--- config.mk ---
export PLATFORM = sky130hd
export DESIGN_NAME = gsem_root_cell
export DESIGN_NICKNAME = d
export VERILOG_FILES = /design/src/sv/gsem_pkg.sv /design/src/sv/gsem_root_cell.sv
export SDC_FILE = /design/constraint.sdc
export NUM_CORES = 1
export LEC_CHECK = 0
export BUFFER_PORTS_ARGS = -buffer_cell sky130_fd_sc_hd__buf_2
export CORE_UTILIZATION = 27
export DETAILED_ROUTE_END_ITERATION = 12
export GPL_TIMING_DRIVEN = 1
export SLEW_MARGIN = 5
export SYNTH_ARGS = -nofsm -noshare
export SYNTH_HDL_FRONTEND = slang
export SYNTH_SLANG_ARGS = --single-unit
--- constraint.sdc ---
create_clock -name i_clk -period 5.2 [get_ports i_clk]
set_clock_uncertainty 0.05 [all_clocks]
set_input_delay 0.26 -clock i_clk [delete_from_list [all_inputs] [get_ports i_clk]]
set_output_delay 0.26 -clock i_clk [all_outputs]
set_load 0.03 [all_outputs]
--- src/sv/gsem_pkg.sv ---
`default_nettype none

package gsem_pkg;

    localparam int MAX_WIDTH  = 1024;
    localparam int MAX_HEIGHT = 4096;
    localparam int COL_W      = $clog2(MAX_WIDTH);
    localparam int ROW_W      = $clog2(MAX_HEIGHT) + 1;
    localparam int WID_W      = COL_W + 1;
    localparam int ROOT_STEPS = 8;
    localparam int ROOT_CNT_W = $clog2(ROOT_STEPS);
    localparam int CFG_IDX_W  = 3;
    localparam int CFG_DATA_W = 13;

    localparam logic [WID_W-1:0] WIDTH_RESET  = WID_W'(640);
    localparam logic [ROW_W-1:0] HEIGHT_RESET = ROW_W'(480);
    localparam logic [12:0]      WC_RESET     = 13'd520;
    localparam logic [12:0]      WE_RESET     = 13'd488;
    localparam logic [12:0]      WK_RESET     = 13'd458;

    localparam logic OP_PIXEL = 1'b0;
    localparam logic OP_FLUSH = 1'b1;

    typedef enum logic [CFG_IDX_W-1:0] {
        CFG_WIDTH   = 3'd0,
        CFG_HEIGHT  = 3'd1,
        CFG_CENTER  = 3'd2,
        CFG_EDGE    = 3'd3,
        CFG_CORNER  = 3'd4,
        CFG_QUARTER = 3'd5
    } t_cfg_idx;

    typedef enum logic [3:0] {
        S_IDLE, S_RSH, S_SUM, S_M1, S_M2, S_M3, S_BSH,
        S_SOB, S_SQX, S_SQY, S_ROOT, S_OUT
    } t_state;

    // [row][col]: row 0 is the oldest line, col 2 the newest column
    typedef logic [2:0][2:0][7:0] t_win;

    typedef struct packed {
        logic [15:0] rem;
        logic [15:0] res;
        logic [15:0] bits;
    } t_root;

endpackage

`default_nettype wire

--- src/sv/gsem_root_cell.sv ---
`default_nettype none

module gsem_root_cell (
    input  wire logic          i_clk,
    input  wire gsem_pkg::t_root i_in,
    output gsem_pkg::t_root    o_out
);

    import gsem_pkg::*;

    logic [16:0] w_trial;
    t_root       r_out;

    assign w_trial = {1'b0, i_in.res} + {1'b0, i_in.bits};

    // one result bit per cell
    always_ff @(posedge i_clk) begin
        if ({1'b0, i_in.rem} >= w_trial) begin
            r_out.rem <= i_in.rem - w_trial[15:0];
            r_out.res <= (i_in.res >> 1) + i_in.bits;
        end else begin
            r_out.rem <= i_in.rem;
            r_out.res <= i_in.res >> 1;
        end
        r_out.bits <= i_in.bits >> 2;
    end

    assign o_out = r_out;

endmodule

`default_nettype wire

Word level (Yosys, flattened, before mapping)
Index checks and enable logic that the tools add are counted.
{"block": "totals", "register_bits": 46, "latchBits": 0, "ramBits": 0, "mem_bits_ro": 0, "out_inout_bits": 48, "wordCells": 9, "mem_count": 0}
{"block": "classes", "n_addsub": 3, "multipliers": 0, "n_div": 0, "magnitude_cmp": 1, "eq_ne": 0, "shift": 0, "n_mux": 1, "bitwise": 0, "reduce_logical": 0}
{"cell": "$mux W32", "count": 1}
{"cell": "$add A16 B16 Y17", "count": 1}
{"cell": "$ge A16 B17 Y1", "count": 1}
{"cell": "$add A15 B16 Y16", "count": 1}
{"cell": "$sub A16 B16 Y16", "count": 1}

Longest topological paths before layout
Gate-level depths: netlist (run 1).
{"block": "logic_depth", "word_depth": 3, "depth_mapped": 16, "mapped_depth_nobuf": 15}

Worst setup path after synthesis (run 1)
OpenSTA, ideal clock, no wires.
{"block": "synth_path", "path_kind": "input to register", "startpoint": "in i_in[0] (netlist name)", "endpoint": "reg r_out (netlist bit o_out[42])", "setup_ps": 121, "arrival_time_ps": 3680, "setup_slack_ps": 1349, "stages": 15, "path_buffers": 1, "cell_sequence": "ha_1 fa_1 a211oi_1 o21bai_1 o21ai_0 o21bai_1 xnor2_1 ha_1 nand4_1 or3_1 o311ai_1 o31ai_1 nor2_4 buf_6 mux2_2"}
{"block": "synth_via", "elab_chain_len": 3, "word_cells_on_any_way": 4}
{"element": "start: declaration", "line_no": "gsem_root_cell.sv:5", "text": "input wire gsem_pkg::t_root i_in,"}
{"element": "$add A16 B16 Y17 (*)", "line_no": "gsem_root_cell.sv:14", "text": "assign w_trial = {1'b0, i_in.res} + {1'b0, i_in.bits};"}
{"element": "$sub A16 B16 Y16 or $ge A16 B17 Y1 (tied branches)", "line_no": "gsem_root_cell.sv:19, gsem_root_cell.sv:18"}
{"element": "$mux W32 (*)", "line_no": "gsem_root_cell.sv:18", "text": "if ({1'b0, i_in.rem} >= w_trial) begin"}
{"element": "end: declaration", "line_no": "gsem_root_cell.sv:12", "text": "t_root r_out;"}
Mark *: on every way between the ends. The rest lies on a longest branch, timed or not.
A chain may end at the register's enable or synchronous reset.

Final worst setup path (run 1)
{"block": "layout_path", "startpoint": "in i_in[0] (netlist name)", "endpoint": "reg r_out (netlist bit o_out[43])"}
The elaborated chain is that of the path after synthesis.

==> impl_metrics.tcl, run 1 <==
set metrics [dict create \
    dp_hpwl_mm 7.63 \
    overflow 0 \
    avgSynthCellArea_um2 9.08 \
    drt-vias-per-instance 4.81 \
    htreeDepth 2 \
    min_period_ps 4220 \
    cts_hold_buf 0 \
    netlist.top_cell.by_area "dfxtp_1" \
    slew_viol_final 0 \
    synth_edf_count 0 \
    p_per_area_mw_per_mm2 350 \
    rsz0062_at_grt "false" \
    grtUsageTotal 0.146 \
    dp.cells 652 \
    ir_worst_vdd_uv 232 \
    clk_pin_slew_ps 60 \
    netlist.area_leader.share 0.259 \
    io_pins 97 \
    grt_pass1_wl_mm 15.2 \
    fin_crit_sh 0.811 \
    fin_tns_setup_ps 0 \
    worstPathArrival_ps 4350 \
    drc_errors 0 \
    routedWlPerCell_um 14.1 \
    status "finished clean" \
    dieWidth_um 117 \
    clockBufferDepth 2 \
    first_pass_iters 4 \
    antenna_found_initial 0 \
    ys_ff_latch 46 \
    drt_iter0_drc 119 \
    cts_resized 0 \
    cts_sinks 46 \
    dr_total_vias 3172 \
    grt_max_degree 29 \
    synth_area_mm2 0.00355 \
    cts_setup_buffers 0 \
    worst_pin_slew_ps 748 \
    fin_cells 660 \
    drv_cap 0 \
    port_buffers 94 \
    gp_congestion 0.895 \
    coreArea_mm2 0.0127 \
    cts_tree "built" \
    clockRootBuffer "clkbuf_16" \
    total_power_uw 1520 \
    start_util 0.279 \
    synth_area_leaders "dfxtp_1 26%, ha_1 17%, mux2_2 6.7%" \
    cp.required_ps 5340 \
    p_leak_uw 0.00201 \
    yosysWarnings 0 \
    syn2layout_area_growth_pct 22.6 \
    slew-limit-headroom 0.496 \
    drtAntennaViolNets 0 \
    async_flop_share 0 \
    rows 41 \
    fin_nets 586 \
    hold_viol_final 0 \
    dieArea_mm2 0.0136 \
    whs_path_depth 1 \
    fp.dieH_um 117 \
    crit_path_max_fanout 28 \
    synth-main-ff-cell "dfxtp_1" \
    largest_reg_flops 46 \
    drive_above_1_share 0.258 \
    yosysUniqueCellTypes 53 \
    n_antenna_cell 0 \
    cts_buffers 5 \
    routed_wl_mm 9.34 \
    fmax_mhz 237 \
    setup_viol 0 \
    crit_path_end_kind "register" \
    grt_pass1_vias 3188 \
    hold_class "input pin to register" \
    cp-start-kind "input pin" \
    timing_worst_setup_path_type "input pin to register" \
    synth_cells 391 \
    ys_seq_area_frac 0.259 \
]
## power breakdown
group	switching, uW	internal [uW]	total, uW	leakage [uW]
sequential	15.1	415	430	0.000388
combinational	457	308	765	0.00155
clock	138	191	329	0.0000739
## kinds of logic after synthesis
family | synth area share
AOI/OAI and AO/OA | 0.223
and+or+nand+nor | 0.122
adders and majority gates | 0.183
DFF | 0.259
xor gates and xnor gates | 0.0863
muxes | 0.0941
buffers and inverters | 0.0317
other | 0.00106
## worst max-delay path, cell delays in order
cell       delay, ps
buf_2            110
ha_1             210
fa_1             420
a211oi_1         280
o21bai_1         160
o2111ai_1        310
a21boi_0         180
nor4_1           200
a311oi_1         110
ha_1             400
o21a_1           140
o21ai_0           70
a221oi_1         420
o31ai_1          220
nor2_4           260
buf_12           240
mux2_2           360
## layout make-up
cell class / instances / area (um^2)
Sequential cell: 46 / 921
Tap cell: 172 / 215
Clock inverter: 1 / 5.00
Timing Repair Buffer: 95 / 490
Fill cell: 1381 / 8370
Multi-Input combinational cell: 324 / 2520
Clock buffer: 7 / 143
Inverter: 15 / 56.3
## per-stage QoR
step	setup WS, ps	instance area, um^2	util	hold WS (ps)
after floorplan	1350	3550	-	238
after global placement	822	4200	0.330	363
after detailed placement	720	4200	0.330	358
after CTS	1010	4350	0.342	43.9
after global routing	688	4350	0.342	42.4
final	984	4350	0.342	54.9
## worst paths after layout
| kind | end | slack, ps | from |
|---|---|---|---|
| max | o_out[43] | 980 | i_in[0] |
| min | o_out[12] | 50 | i_in[14] |
## cells in the mapped netlist, types with 2 or more instances
master / count
nand2b_1: 7
nand3_1: 3
or3_1: 3
a211o_1: 2
nor3_1: 5
o21bai_1: 6
xnor2_1: 24
a211oi_1: 7
nand2_1: 19
ha_1: 47
mux2i_1: 3
inv_1: 15
o21ai_0: 22
and3_1: 2
nor2_1: 21
a21o_1: 19
a31oi_1: 8
nor2b_1: 6
xor2_1: 11
a22oi_1: 2
nor4_1: 3
clkbuf_1: 2
nand4_1: 7
buf_6: 3
buf_4: 2
fa_1: 3
nor3b_1: 2
mux2_2: 21
o21a_1: 5
a21oi_1: 35
dfxtp_1: 46
a311oi_1: 3
mux2_1: 6
o31a_1: 2
## layer usage
metal | part of all wire | global-route usage | wire length, um | vias up
li1 | - | - | - | 1646
met1 | 0.48 | 0.182 | 4520 | 1432
met2 | 0.45 | 0.241 | 4220 | 82
met3 | 0.043 | 0.0363 | 404 | 12
met4 | 0.021 | 0.0565 | 193 | 0
met5 | 0 | 0 | 0 | -
## cell usage in the layout (no fill, tap or decap), types with 7 or more instances in the layout
cell type  count
a21oi_1       35
nor2_1        21
nand2_1       19
nand4_1        7
a211oi_1       7
xnor2_1       24
nand2b_1       7
a31oi_1        8
buf_2         94
xor2_1        11
mux2_2        21
dfxtp_1       46
ha_1          47
a21o_1        19
inv_1         15
o21ai_0       22
Note: power is estimated with default switching activity, not from simulation.
==> run 2, diff against run 1 <==
--- a/config.mk
+++ b/config.mk
@@ -5,6 +5,7 @@
 export SDC_FILE = /design/constraint.sdc
 export NUM_CORES = 1
 export LEC_CHECK = 0
+export ABC_AREA = 1
 export BUFFER_PORTS_ARGS = -buffer_cell sky130_fd_sc_hd__buf_2
 export CORE_UTILIZATION = 27
 export DETAILED_ROUTE_END_ITERATION = 12
==> constraint.sdc (replaced) <==
create_clock -name i_clk -period 4.1 [get_ports i_clk]
set_clock_uncertainty 0.05 [all_clocks]
set_input_delay 0.205 -clock i_clk [delete_from_list [all_inputs] [get_ports i_clk]]
set_output_delay 0.205 -clock i_clk [all_outputs]
set_load 0.03 [all_outputs]
==> run 2 against run 1 <==
Against the previous run:
- core utilization fell by 0.58 points
- die area rose by 10%
- final area rose by 8.5%
- area after synthesis rose by 11%
- combinational power rose by 36%
- non-clock buffer count rose by 4
- sequential cell count did not move
- total power rose by 32%
- via count rose by 25%
- cell count rose by 32%
- critical path type unchanged
- critical endpoint is now o_out[44]
- largest power group unchanged
==> impl_metrics.tcl, run 2 <==
set metrics [dict create \
    top_layer_used "met4" \
    cts_setup_buffers 0 \
    largest_reg_flops 46 \
    crit_path_end_kind "register" \
    coreArea_mm2 0.0140 \
    antenna_found_initial 0 \
    synth-main-ff-cell "dfxtp_1" \
    synth_edf_count 0 \
    p_leak_uw 0.00265 \
    dr_total_vias 3952 \
    fin_crit_sh 0.933 \
    clockRootBuffer "clkbuf_16" \
    yosysWarnings 0 \
    overflow 0 \
    timing_worst_setup_path_type "input pin to register" \
    start_util 0.279 \
    fp.dieH_um 123 \
    drt-vias-per-instance 4.52 \
    grtUsageTotal 0.153 \
    rows 43 \
    drive_above_1_share 0.174 \
    drv_cap 0 \
    htreeDepth 2 \
    grt_max_degree 33 \
    worstPathArrival_ps 4020 \
    rsz0062_at_grt "false" \
    port_buffers 94 \
    cp_cell_sequence "dlygate4sd3_1, buf_2, ha_1, a21o_1, a31oi_1, nand3_1, xnor2_1, ha_1, nand2_1, nor3_1, nand2_1, nand2_2, nand3_2, nand2_4, nand2_1, nand2_1" \
    hold_viol_final 0 \
    clockBufferDepth 2 \
    cp_common_cell "nand2_1" \
    hold_class "input pin to register" \
    dr_wl_met2_mm 4.99 \
    fin_nets 793 \
    cp.required_ps 4290 \
    nFillCells 1568 \
    wl_met3_um 462 \
    dieWidth_um 123 \
    grt_pass1_wl_mm 17.8 \
    cts_buffers 5 \
    syn2layout_area_growth_pct 20.3 \
    min_period_ps 3830 \
    crit_family "simple AND/OR/NAND/NOR gates" \
    p_per_area_mw_per_mm2 425 \
    total_power_uw 2010 \
    cp-start-kind "input pin" \
    status "finished clean" \
    setup_viol 0 \
    ys_ff_latch 46 \
    fin_tns_setup_ps 0 \
    slowest_stage "dlygate4sd3_1" \
    cts_tree "built" \
    avgSynthCellArea_um2 6.55 \
    ys_seq_area_frac 0.235 \
    synth_area_mm2 0.00392 \
    crit_path_max_fanout 32 \
    drc_errors 0 \
    gp_congestion 0.848 \
    n_antenna_cell 0 \
    drt_iter0_drc 141 \
    wl_met1_mm 5.24 \
    dieArea_mm2 0.0150 \
    yosysUniqueCellTypes 39 \
    synth_common_cells "205 x nand2_1, 69 x inv_1, 67 x nand3_1" \
    drtAntennaViolNets 0 \
    async_flop_share 0 \
    most-common-layout-cells "205 x nand2_1, 94 x buf_2, 69 x inv_1" \
    fmax_mhz 261 \
    synth_cells 599 \
    netlist.area_leader.share 0.235 \
    netlist.top_cell.by_area "dfxtp_1" \
    io_pins 97 \
    grt_pass1_vias 3802 \
    final_common_cell "nand2_1" \
    routedWlPerCell_um 12.4 \
    yosysMostFrequentCell "nand2_1" \
    ir_worst_vdd_uv 174 \
    cts_resized 0 \
    dp_hpwl_mm 9.05 \
    routed_wl_mm 10.9 \
    cts_hold_buf 3 \
    cts_sinks 46 \
    cp_num_buf_inv 2 \
    first_pass_iters 4 \
    synth_area_leaders "dfxtp_1 23%, nand2_1 20%, ha_1 15%" \
    slew_viol_final 0 \
    max_stage_delay_ps 530 \
    clk_pin_slew_ps 70 \
]
run 2: cell families (layout without fill, tap and decap cells):
family	after synthesis	in the layout	synth area share
adder cells (fa/ha/maj)	50	50	0.165
buffers and inverters	84	178	0.0909
other	1	2	0.000956
XOR/XNOR	28	28	0.0625
AND/OR/NAND/NOR	331	331	0.362
flip-flops	46	46	0.235
AO/OA/AOI/OAI	59	59	0.0835
run 2: final cells by class:
class / count / area, um^2 / area share
clock buffer: 5 / 125 / 0.0265
clock inverter: 2 / 15.0 / 0.00318
inverter: 72 / 270 / 0.0572
multi-input combinational: 470 / 2650 / 0.561
sequential: 46 / 921 / 0.195
tap: 180 / 225 / 0.0477
timing repair buffer: 99 / 515 / 0.109
run 2: metrics by stage:
stage,instance area [um^2],utilization,hold slack (ps),instances,setup WS (ps)
global placement,4550,0.324,320,864,519
finish,4720,0.336,9.81,874,275
CTS,4720,0.336,3.36,874,279
floorplan,3930,-,183,600,1320
global route,4720,0.336,6.55,874,51.7
detailed placement,4550,0.324,318,864,421
run 2: routing by layer:
metal	vias to the layer above	track usage
met5	-	0
met4	0	0.0389
met3	10	0.0307
met2	83	0.265
met1	1741	0.192
li1	2118	-
run 2: worst paths after layout:
| kind | start | to | slack [ps] | cells after the start |
|---|---|---|---|---|
| hold / removal | i_in[3] | o_out[1] | 10 | 1 |
| setup / recovery | i_in[8] | o_out[44] | 270 | 16 |
run 2: power breakdown:
part           total (uW)  internal (uW)  switching [uW]
logic                1040            339             702
registers             560            537            22.5
clock network         408            223             185
total                2010           1100             909
